**src/hdl/selective_scan_state_space_step_defines.svh**
```systemverilog
// Assertion macros for the selective scan block.
`ifndef SELECTIVE_SCAN_STATE_SPACE_STEP_DEFINES_SVH
`define SELECTIVE_SCAN_STATE_SPACE_STEP_DEFINES_SVH

`ifndef ASSERT_OFF
`define SSS_ASSERT(lbl, clk, rst_n, prop) \
  lbl: assert property (@(posedge clk) disable iff (!rst_n) prop) \
    else $error("sss assertion failed");
`define SSS_ASSERT_NEVER(lbl, clk, rst_n, cond) \
  lbl: assert property (@(posedge clk) disable iff (!rst_n) !(cond)) \
    else $error("sss forbidden condition seen");
`else
`define SSS_ASSERT(lbl, clk, rst_n, prop)
`define SSS_ASSERT_NEVER(lbl, clk, rst_n, cond)
`endif

`endif

```
**src/hdl/sss_pkg.sv**
```systemverilog
`default_nettype none
package sss_pkg;

  localparam logic [1:0] MODE_LOAD_A = 2'd0;
  localparam logic [1:0] MODE_LOAD_D = 2'd1;
  localparam logic [1:0] MODE_STEP   = 2'd2;

  localparam int MUL_AW = 28;
  localparam int MUL_BW = 32;
  localparam int PROD_W = 60;
  localparam int BU_W   = 44;
  localparam int ACC_W  = 48;
  localparam int SAT_W  = 64;

  localparam logic signed [SAT_W-1:0] MAX32 = 64'sh0000_0000_7FFF_FFFF;
  localparam logic signed [SAT_W-1:0] MIN32 = 64'shFFFF_FFFF_8000_0000;

  typedef enum logic [1:0] {
    OP_LOAD_A,
    OP_LOAD_D,
    OP_STEP
  } op_e;

  typedef enum logic [2:0] {
    ST_IDLE,
    ST_MA,
    ST_MB,
    ST_MC,
    ST_MD,
    ST_ME,
    ST_MF,
    ST_MG
  } st_e;

  typedef struct packed {
    logic [1:0]         mode;
    logic [3:0]         elem;
    logic signed [15:0] coef_value;
    logic signed [15:0] u_sample;
    logic signed [15:0] step_delta;
    logic signed [15:0] b_value;
    logic signed [15:0] c_value;
  } in_t;

  typedef struct packed {
    logic signed [31:0] y_out;
    logic               saturated;
  } out_t;

  typedef struct packed {
    op_e                op;
    logic               last;
    logic [3:0]         elem;
    logic signed [15:0] coef_value;
    logic signed [15:0] u_sample;
    logic signed [15:0] step_delta;
    logic signed [15:0] b_value;
    logic signed [15:0] c_value;
  } qent_t;

  typedef struct packed {
    logic empty;
    logic full;
  } q_stat_t;

  typedef struct packed {
    logic               clip;
    logic signed [31:0] val;
  } sat_t;

  function automatic sat_t sat32(input logic signed [SAT_W-1:0] x);
    sat_t r;
    if (x > MAX32) begin
      r.clip = 1'b1;
      r.val  = 32'sh7FFF_FFFF;
    end else if (x < MIN32) begin
      r.clip = 1'b1;
      r.val  = 32'sh8000_0000;
    end else begin
      r.clip = 1'b0;
      r.val  = x[31:0];
    end
    return r;
  endfunction

endpackage
`default_nettype wire

```
**src/hdl/sss_front.sv**
```systemverilog
`default_nettype none
module sss_front #(
  parameter int NSTATE = 16
) (
  input  wire logic            in_valid_i,
  input  wire sss_pkg::in_t    in_data_i,
  output logic                 in_stall_o,
  input  wire sss_pkg::q_stat_t q_stat_i,
  output logic                 push_o,
  output sss_pkg::qent_t       ent_o
);

  logic keep;
  logic elem_ok;

  assign elem_ok = (32'(in_data_i.elem) < NSTATE);

  always_comb begin
    keep     = elem_ok;
    ent_o.op = sss_pkg::OP_STEP;
    case (in_data_i.mode)
      sss_pkg::MODE_LOAD_A: ent_o.op = sss_pkg::OP_LOAD_A;
      sss_pkg::MODE_LOAD_D: ent_o.op = sss_pkg::OP_LOAD_D;
      sss_pkg::MODE_STEP:   ent_o.op = sss_pkg::OP_STEP;
      default:              keep     = 1'b0;
    endcase
    ent_o.last       = (32'(in_data_i.elem) == 32'(NSTATE - 1));
    ent_o.elem       = in_data_i.elem;
    ent_o.coef_value = in_data_i.coef_value;
    ent_o.u_sample   = in_data_i.u_sample;
    ent_o.step_delta = in_data_i.step_delta;
    ent_o.b_value    = in_data_i.b_value;
    ent_o.c_value    = in_data_i.c_value;
  end

  // dropped items are still transferred, they just never reach the queue
  assign in_stall_o = q_stat_i.full;
  assign push_o     = in_valid_i && !q_stat_i.full && keep;

endmodule
`default_nettype wire

```
**src/hdl/sss_queue.sv**
```systemverilog
`default_nettype none
module sss_queue (
  input  wire logic             clk_i,
  input  wire logic             rst_ni,
  input  wire logic             push_i,
  input  wire sss_pkg::qent_t   ent_i,
  input  wire logic             pop_i,
  output sss_pkg::qent_t        head_o,
  output sss_pkg::q_stat_t      stat_o
);

  sss_pkg::qent_t slot_q [2];
  logic [1:0] count_q, count_d;
  logic       wr_q, rd_q;
  logic       do_push, do_pop;

  assign do_push = push_i && (count_q != 2'd2);
  assign do_pop  = pop_i && (count_q != 2'd0);

  always_comb begin
    count_d = count_q;
    case ({do_push, do_pop})
      2'b10:   count_d = count_q + 2'd1;
      2'b01:   count_d = count_q - 2'd1;
      default: count_d = count_q;
    endcase
  end

  always_ff @(posedge clk_i or negedge rst_ni) begin
    if (!rst_ni) begin
      count_q <= 2'd0;
      wr_q    <= 1'b0;
      rd_q    <= 1'b0;
    end else begin
      count_q <= count_d;
      if (do_push) wr_q <= ~wr_q;
      if (do_pop)  rd_q <= ~rd_q;
    end
  end

  always_ff @(posedge clk_i) begin
    if (do_push) slot_q[wr_q] <= ent_i;
  end

  assign head_o       = slot_q[rd_q];
  assign stat_o.empty = (count_q == 2'd0);
  assign stat_o.full  = (count_q == 2'd2);

endmodule
`default_nettype wire

```
**src/hdl/sss_back.sv**
```systemverilog
`default_nettype none
module sss_back #(
  parameter int NSTATE    = 16,
  parameter int FRAC_BITS = 12
) (
  input  wire logic             clk_i,
  input  wire logic             rst_ni,
  input  wire sss_pkg::q_stat_t q_stat_i,
  input  wire sss_pkg::qent_t   ent_i,
  output logic                  pop_o,
  output logic                  out_valid_o,
  output sss_pkg::out_t         out_data_o,
  input  wire logic             out_stall_i
);

  localparam int IW = (NSTATE > 1) ? $clog2(NSTATE) : 1;
  localparam logic signed [sss_pkg::MUL_AW-1:0] ONE_Q =
    sss_pkg::MUL_AW'(64'sd1 << FRAC_BITS);

  sss_pkg::st_e   state_q, state_d;
  sss_pkg::qent_t cur_q, cur_d;

  logic signed [15:0] decay_mem [NSTATE];
  logic signed [31:0] hid_mem   [NSTATE];
  logic [NSTATE-1:0]  a_vld_q, h_vld_q;
  logic signed [15:0] rd_a_q;
  logic signed [31:0] rd_h_q;
  logic               rd_av_q, rd_hv_q;

  logic               a_we, h_we, rd_en;
  logic [IW-1:0]      w_idx, idx_head, idx_cur;
  logic signed [31:0] h_wd;
  logic signed [15:0] a_eff;
  logic signed [31:0] h_eff;

  logic signed [sss_pkg::MUL_AW-1:0] mul_a;
  logic signed [sss_pkg::MUL_BW-1:0] mul_b;
  logic signed [sss_pkg::PROD_W-1:0] prod_q, prod_d, prod_sh;
  logic signed [sss_pkg::MUL_AW-1:0] dbs_q, dbs_d, abar_q, abar_d;
  logic signed [sss_pkg::BU_W-1:0]   bu_q, bu_d;
  logic signed [31:0]                hnew_q, hnew_d;
  logic signed [sss_pkg::ACC_W-1:0]  sum_q, sum_d;
  logic                              sat_q, sat_d;
  logic signed [15:0]                skip_q, skip_d;
  logic                              out_valid_q, out_valid_d;
  sss_pkg::out_t                     out_q, out_d;
  sss_pkg::sat_t                     hs, ys;

  assign idx_head = IW'(ent_i.elem);
  assign idx_cur  = IW'(cur_q.elem);
  assign a_eff    = rd_av_q ? rd_a_q : 16'sd0;
  assign h_eff    = rd_hv_q ? rd_h_q : 32'sd0;
  assign prod_sh  = prod_q >>> FRAC_BITS;
  assign prod_d   = sss_pkg::PROD_W'(mul_a) * sss_pkg::PROD_W'(mul_b);
  assign hs = sss_pkg::sat32(sss_pkg::SAT_W'(prod_sh) + sss_pkg::SAT_W'(bu_q));
  assign ys = sss_pkg::sat32(sss_pkg::SAT_W'(sum_q) + sss_pkg::SAT_W'(prod_sh));

  always_comb begin
    state_d     = state_q;
    cur_d       = cur_q;
    pop_o       = 1'b0;
    a_we        = 1'b0;
    h_we        = 1'b0;
    rd_en       = 1'b0;
    w_idx       = idx_head;
    h_wd        = 32'sd0;
    mul_a       = '0;
    mul_b       = '0;
    dbs_d       = dbs_q;
    abar_d      = abar_q;
    bu_d        = bu_q;
    hnew_d      = hnew_q;
    sum_d       = sum_q;
    sat_d       = sat_q;
    skip_d      = skip_q;
    out_valid_d = out_valid_q && out_stall_i;
    out_d       = out_q;
    case (state_q)
      sss_pkg::ST_IDLE: begin
        if (!q_stat_i.empty) begin
          pop_o = 1'b1;
          case (ent_i.op)
            sss_pkg::OP_LOAD_A: begin
              a_we = 1'b1;
              h_we = 1'b1;
            end
            sss_pkg::OP_LOAD_D: skip_d = ent_i.coef_value;
            sss_pkg::OP_STEP: begin
              cur_d   = ent_i;
              rd_en   = 1'b1;
              state_d = sss_pkg::ST_MA;
            end
            default: ;
          endcase
        end
      end
      sss_pkg::ST_MA: begin
        mul_a   = sss_pkg::MUL_AW'(cur_q.step_delta);
        mul_b   = sss_pkg::MUL_BW'(cur_q.b_value);
        state_d = sss_pkg::ST_MB;
      end
      sss_pkg::ST_MB: begin
        dbs_d   = sss_pkg::MUL_AW'(prod_sh);
        mul_a   = sss_pkg::MUL_AW'(cur_q.step_delta);
        mul_b   = sss_pkg::MUL_BW'(a_eff);
        state_d = sss_pkg::ST_MC;
      end
      sss_pkg::ST_MC: begin
        abar_d  = sss_pkg::MUL_AW'(prod_sh) + ONE_Q;
        mul_a   = dbs_q;
        mul_b   = sss_pkg::MUL_BW'(cur_q.u_sample);
        state_d = sss_pkg::ST_MD;
      end
      sss_pkg::ST_MD: begin
        bu_d    = sss_pkg::BU_W'(prod_sh);
        mul_a   = abar_q;
        mul_b   = h_eff;
        state_d = sss_pkg::ST_ME;
      end
      sss_pkg::ST_ME: begin
        hnew_d  = hs.val;
        h_we    = 1'b1;
        w_idx   = idx_cur;
        h_wd    = hs.val;
        if (hs.clip) sat_d = 1'b1;
        state_d = sss_pkg::ST_MF;
      end
      sss_pkg::ST_MF: begin
        mul_a   = sss_pkg::MUL_AW'(cur_q.c_value);
        mul_b   = hnew_q;
        state_d = sss_pkg::ST_MG;
      end
      sss_pkg::ST_MG: begin
        // sum update, then D*u for the last element; y is formed here on the second pass
        sum_d   = sum_q + sss_pkg::ACC_W'(prod_sh);
        state_d = sss_pkg::ST_IDLE;
        if (cur_q.last) begin
          mul_a   = sss_pkg::MUL_AW'(skip_q);
          mul_b   = sss_pkg::MUL_BW'(cur_q.u_sample);
          cur_d.op = sss_pkg::OP_LOAD_D;
          state_d = sss_pkg::ST_MG;
          if (cur_q.op == sss_pkg::OP_LOAD_D) begin
            sum_d   = sum_q;
            if (!out_valid_q || !out_stall_i) begin
              out_valid_d         = 1'b1;
              out_d.y_out         = ys.val;
              out_d.saturated     = ys.clip || sat_q;
              sum_d               = '0;
              sat_d               = 1'b0;
              state_d             = sss_pkg::ST_IDLE;
            end
          end
        end
      end
      default: state_d = sss_pkg::ST_IDLE;
    endcase
  end

  always_ff @(posedge clk_i) begin
    if (a_we) decay_mem[w_idx] <= ent_i.coef_value;
    if (rd_en) rd_a_q <= decay_mem[idx_head];
  end

  always_ff @(posedge clk_i) begin
    if (h_we) hid_mem[w_idx] <= h_wd;
    if (rd_en) rd_h_q <= hid_mem[idx_head];
  end

  always_ff @(posedge clk_i or negedge rst_ni) begin
    if (!rst_ni) begin
      a_vld_q <= '0;
      h_vld_q <= '0;
      rd_av_q <= 1'b0;
      rd_hv_q <= 1'b0;
    end else begin
      if (a_we) a_vld_q[w_idx] <= 1'b1;
      if (h_we) h_vld_q[w_idx] <= 1'b1;
      if (rd_en) begin
        rd_av_q <= a_vld_q[idx_head];
        rd_hv_q <= h_vld_q[idx_head];
      end
    end
  end

  always_ff @(posedge clk_i or negedge rst_ni) begin
    if (!rst_ni) begin
      state_q     <= sss_pkg::ST_IDLE;
      sum_q       <= '0;
      sat_q       <= 1'b0;
      skip_q      <= 16'sd0;
      out_valid_q <= 1'b0;
    end else begin
      state_q     <= state_d;
      sum_q       <= sum_d;
      sat_q       <= sat_d;
      skip_q      <= skip_d;
      out_valid_q <= out_valid_d;
    end
  end

  always_ff @(posedge clk_i) begin
    cur_q  <= cur_d;
    dbs_q  <= dbs_d;
    abar_q <= abar_d;
    bu_q   <= bu_d;
    hnew_q <= hnew_d;
    out_q  <= out_d;
    // held while the last element waits on D*u, operands do not change then
    prod_q <= prod_d;
  end

  assign out_valid_o = out_valid_q;
  assign out_data_o  = out_q;

endmodule
`default_nettype wire

```
**src/hdl/selective_scan_state_space_step.sv**
```systemverilog
// Selective state-space scan, one channel, fixed point with FRAC_BITS fraction
// bits. The front end takes one item per cycle into a two-entry queue while it is
// not full, and drops items with mode three or an element index of NSTATE or more.
// The back end pulls one item at a time: a coefficient load is done in the idle
// state, a scan step walks the states MA to MG, and a step on the last element
// stays in MG to form D*u and y, also while the result waits on out_stall_i.
// Step time is set by the chain of products (five, six on the last element) that
// share one 28x32 multiplier. Coefficient and hidden stores read as zero until
// written; there is no clearing pass after reset.
`default_nettype none
`include "selective_scan_state_space_step_defines.svh"
module selective_scan_state_space_step #(
  parameter int NSTATE    = 16,
  parameter int FRAC_BITS = 12
) (
  input  wire logic          clk_i,
  input  wire logic          rst_ni,
  input  wire logic          in_valid_i,
  input  wire sss_pkg::in_t  in_data_i,
  output logic               in_stall_o,
  output logic               out_valid_o,
  output sss_pkg::out_t      out_data_o,
  input  wire logic          out_stall_i
);

  sss_pkg::q_stat_t q_stat;
  sss_pkg::qent_t   q_in, q_head;
  logic             q_push, q_pop;

  sss_front #(
    .NSTATE(NSTATE)
  ) u_front (
    .in_valid_i(in_valid_i),
    .in_data_i (in_data_i),
    .in_stall_o(in_stall_o),
    .q_stat_i  (q_stat),
    .push_o    (q_push),
    .ent_o     (q_in)
  );

  sss_queue u_queue (
    .clk_i (clk_i),
    .rst_ni(rst_ni),
    .push_i(q_push),
    .ent_i (q_in),
    .pop_i (q_pop),
    .head_o(q_head),
    .stat_o(q_stat)
  );

  sss_back #(
    .NSTATE   (NSTATE),
    .FRAC_BITS(FRAC_BITS)
  ) u_back (
    .clk_i      (clk_i),
    .rst_ni     (rst_ni),
    .q_stat_i   (q_stat),
    .ent_i      (q_head),
    .pop_o      (q_pop),
    .out_valid_o(out_valid_o),
    .out_data_o (out_data_o),
    .out_stall_i(out_stall_i)
  );

  `SSS_ASSERT_NEVER(a_push_full, clk_i, rst_ni, q_push && q_stat.full)
  `SSS_ASSERT_NEVER(a_pop_empty, clk_i, rst_ni, q_pop && q_stat.empty)
  `SSS_ASSERT_NEVER(a_q_status, clk_i, rst_ni, q_stat.full && q_stat.empty)
  `SSS_ASSERT(a_pop_drains, clk_i, rst_ni, q_stat.full && !q_pop |=> q_stat.full)

endmodule
`default_nettype wire
```
**config.mk**
```make
export PLATFORM = sky130hd
export DESIGN_NAME = selective_scan_state_space_step
export DESIGN_NICKNAME = d
export VERILOG_FILES = /design/src/hdl/sss_pkg.sv /design/src/hdl/sss_front.sv /design/src/hdl/sss_queue.sv /design/src/hdl/sss_back.sv /design/src/hdl/selective_scan_state_space_step.sv
export VERILOG_INCLUDE_DIRS = /design/src /design/src/hdl
export SDC_FILE = /design/constraint.sdc
export NUM_CORES = 2
export LEC_CHECK = 0
export BUFFER_PORTS_ARGS = -buffer_cell sky130_fd_sc_hd__buf_2
export CAP_MARGIN = 20
export CELL_PAD_IN_SITES_DETAIL_PLACEMENT = 0
export CELL_PAD_IN_SITES_GLOBAL_PLACEMENT = 1
export CORE_ASPECT_RATIO = 1.1
export CORE_MARGIN = 4
export CORE_UTILIZATION = 57
export CTS_CLUSTER_SIZE = 14
export DETAILED_ROUTE_END_ITERATION = 16
export PLACE_DENSITY = 0.95
export SYNTH_ARGS = -nofsm -noshare
export SYNTH_HDL_FRONTEND = slang
export SYNTH_SLANG_ARGS = --single-unit
```
**constraint.sdc**
```tcl
create_clock -name clk_i -period 39.3 [get_ports clk_i]
set_input_delay 1.965 -clock clk_i [delete_from_list [all_inputs] [get_ports clk_i]]
set_output_delay 1.965 -clock clk_i [all_outputs]
set_load 0.05 [all_outputs]
```
==> flow_summary_export.csv <==
group,metric,value,unit
outcome,status,"complete, no violations",
clock_tree,clockBufferDepth,3,
critical_path,path_max_fanout,38,
synthesis,syn_avg_cell_area,11.0,um2
worst_hold_path,hp-start,"u_back.a_vld_q[8]$_DFFE_PN0P_",
place,io_buffers,124,
synthesis,synth_largest_area_cell,"edfxtp_1",
timing,fmax,86.8,MHz
place,place_hpwl,189,mm
timing,slew_headroom,22.1,%
finish,ff_latch_area,0.0405,mm2
global_route,antenna_found_initial,16,
timing,tns,0,ns
synthesis,syn_nets,9507,
global_route,gr-total-overflow,0,
route,finalWirelength,276,mm
clock_tree,cts_resized,0,
clock_tree,post_cts_buffers,0,
timing,rsz0062_at_grt,"false",
timing,skew,0.0470,ns
floorplan,rows,152,
critical_path,r2r-end,"u_back.prod_q[59]$_DFF_P_",
global_route,grt_use_total,33.4,%
timing,maxSlewViolCount,0,
clock_tree,ctsRootBufferMaster,"clkbuf_16",
synthesis,ys.warnings.count,0,
clock_tree,htree_levels,4,
critical_path,crit_top_cell,"fa_1",
critical_path,slowest_stage,"nand2b_1",
synthesis,ys_seq_elements,1381,
finish,multi_input_area,0.0448,mm2
worst_hold_path,hold_class,"reg -> reg",
timing,fin_crit_sh,29.3,%
clock_tree,postCtsHoldBufs,0,
floorplan,die_w,387,um
synthesis,ys_types,91,
synthesis,synth_edf_count,1226,
route,firstDrtPassIters,7,
clock_tree,clock_latency,0.81,ns
global_route,grt_max_degree,162,
finish,drive_gt1_share,9.35,%
critical_path,worstSetupPathType,"reg -> reg",
synthesis,syn_inst,8203,
critical_path,slowest_delay,0.86,ns
timing,setup_viol,0,
floorplan,coreArea,0.157,mm2
worst_hold_path,hold_depth,1,
finish,nNetsFinal,9532,
clock_tree,cts_sinks,1381,
place,place.gp.congestion,1.01,
worst_hold_path,whs_endpoint,"u_back.a_vld_q[8]$_DFFE_PN0P_",
route,num_vias,64885,
critical_path,worstPathRequired,40.04,ns
synthesis,yosysSeqAreaShare,44.8,%
floorplan,die_h,425,um
synthesis,netlist_top_cells_area,"edfxtp_1 (41%), fa_1 (21%), nand2_1 (6.0%)",
run,drv_cap,0,
critical_path,r2r_start,"u_back.state_q[0]$_DFFE_PN0P_",
clock_tree,cts_tree,"built",
global_route,grt_pass1_vias,66139,
route,drt_iter0_drc,7690,
timing,min_period,11.52,ns
critical_path,ff2ff_setup_slack,27.78,ns
synthesis,yosys.area.top_type_share,40.8,%
critical_path,crit_path_end_kind,"flip-flop",
finish,areaGrowthSynthToFinish,9.08,%
clock_tree,path_clk_slew,0.07,ns
floorplan,dieArea,0.165,mm2
finish,fillers,11915,
global_route,grt_pass1_wl,411,mm
critical_path,r2r_cells,32,
timing,tightest_slew,1.17,ns
critical_path,start_kind,"flip-flop",
timing,finalHoldViolCount,0,
synthesis,synth_async_sr_flop_share,7.75,%
synthesis,syn-cell-area,0.0902,mm2
synthesis,ys.flop_type,"edfxtp_1",
clock_tree,numCtsBuffers,141,
floorplan,num_io_pins,125,
route,wl_per_cell,26.5,um
route,avgViaCountPerCell,6.22,
route,postRouteAntennaNets,0,
route,remaining_drc_errors,0,
critical_path,worst_ep_arrival_time,12.26,ns
floorplan,initial_core_util,57.6,%
how the worst max path moves through the flow:
| stage | start | endpoint |
|---|---|---|
| after CTS | u_back.state_q[0]$_DFFE_PN0P_ | u_back.prod_q[59]$_DFF_P_ |
| after global routing | u_back.state_q[0]$_DFFE_PN0P_ | u_back.prod_q[53]$_DFF_P_ |
| after global placement | u_back.state_q[0]$_DFFE_PN0P_ | u_back.prod_q[57]$_DFF_P_ |
| after detailed placement | u_back.state_q[0]$_DFFE_PN0P_ | u_back.prod_q[57]$_DFF_P_ |
| final | u_back.state_q[0]$_DFFE_PN0P_ | u_back.prod_q[59]$_DFF_P_ |
| after floorplan | u_back.state_q[1]$_DFFE_PN0P_ | u_back.rd_av_q$_DFFE_PN0P_ |
cell usage after synthesis, drive strengths merged, types with 45 or more instances:
cell type	count
nand2	1454
edfxtp	1226
inv	985
fa	928
nor2	629
nand3	463
clkbuf	384
ha	286
a21oi	203
o21ai	139
dfrtp	107
a311oi	103
mux2	101
xnor2	94
and3	88
a31oi	76
a21o	74
buf	64
or2	57
xor2	54
dfxtp	48
nand4	45
cells in the final DEF, fill, tap and decap left out, drive strengths merged, types with 21 or more instances in the layout:
cell and n:
o21ai 139, a21o 74, o31ai 25, buf 329
mux2 101, dfxtp 48, or2 57, fa 928
nand2b 35, xor2 54, nand3 463, clkinv 55
o21a 25, xnor2 94, nor3 37, clkbuf 182
ha 286, a31oi 76, edfxtp 1226, inv 997
and2 38, o21bai 27, dfrtp 107, a221oi 39
mux2i 21, a21oi 203, a221o 39, a22oi 39
and3 88, a22o 39, a211oi 27, nand2 1454
nand4 45, nor2 629, a311oi 103
sequential cells by signal (all words and copies together) (netlist names), 16 cells and up:
| register | flops |
|---|---|
| u_back.hid_mem | 512 |
| u_back.decay_mem | 256 |
| u_queue.slot_q | 174 |
| u_back.cur_q | 67 |
| u_back.prod_q | 48 |
| u_back.sum_q | 48 |
| u_back.bu_q | 44 |
| u_back.out_data_o | 33 |
| u_back.hnew_q | 32 |
| u_back.rd_h_q | 32 |
| u_back.abar_q | 28 |
| u_back.dbs_q | 28 |
| u_back.a_vld_q | 16 |
| u_back.h_vld_q | 16 |
| u_back.rd_a_q | 16 |
| u_back.skip_q | 16 |
worst max-delay path, delay by kind of cell (launching register included):
family          cells  cell delay, ns
compound gates      9            2.77
xor+xnor            1            0.15
flops               1            0.75
simple gates        7            2.64
buf+inv             6            0.99
fa+ha+maj           9            4.11
final cells by class:
cell class                 instances  share of cell area (%)
timing repair buffer             330                    2.34
antenna                            7                  0.0178
clock inverter                    74                   0.819
multi-input combinational       5386                    45.5
tap                             2079                    2.64
inverter                         988                    3.78
sequential                      1381                    41.1
clock buffer                     181                    3.81
routing by layer:
layer | track usage, % | share of wire [%]
met4 | 17.8 | 6.3
met5 | 0.117 | 0.0080
met3 | 9.95 | 13
met2 | 51.1 | 45
met1 | 43.4 | 36
stage by stage:
| stage | std cells | utilization (%) | worst slack, ns | hold WS [ns] | area (um2) |
|---|---|---|---|---|---|
| floorplan | 8203 | - | 25.26 | 0.438 | 90200 |
| global placement | 10151 | 59.8 | 28.34 | 0.451 | 93700 |
| detailed placement | 10152 | 59.8 | 28.08 | 0.453 | 93700 |
| CTS | 10407 | 62.7 | 28.12 | 0.469 | 98200 |
| global route | 10420 | 62.8 | 27.35 | 0.480 | 98400 |
| finish | 10426 | 62.8 | 27.78 | 0.470 | 98400 |
logic make-up (layout without fill, tap and decap cells):
logic type / count (synthesis) / in the layout / synth area share, %
compound gates: 974 / 974 / 7.69
xor+xnor: 148 / 148 / 1.44
fa+ha+maj: 1214 / 1214 / 24.6
buf+inv: 1436 / 1573 / 6.05
flops: 1381 / 1381 / 44.8
mux: 122 / 122 / 1.49
other cells: 0 / 7 / 0
simple gates: 2928 / 2928 / 13.9
Power is left out: the tool's default activity adds up to more than one toggle a clock period on the data nets, which glitch-free logic cannot reach.
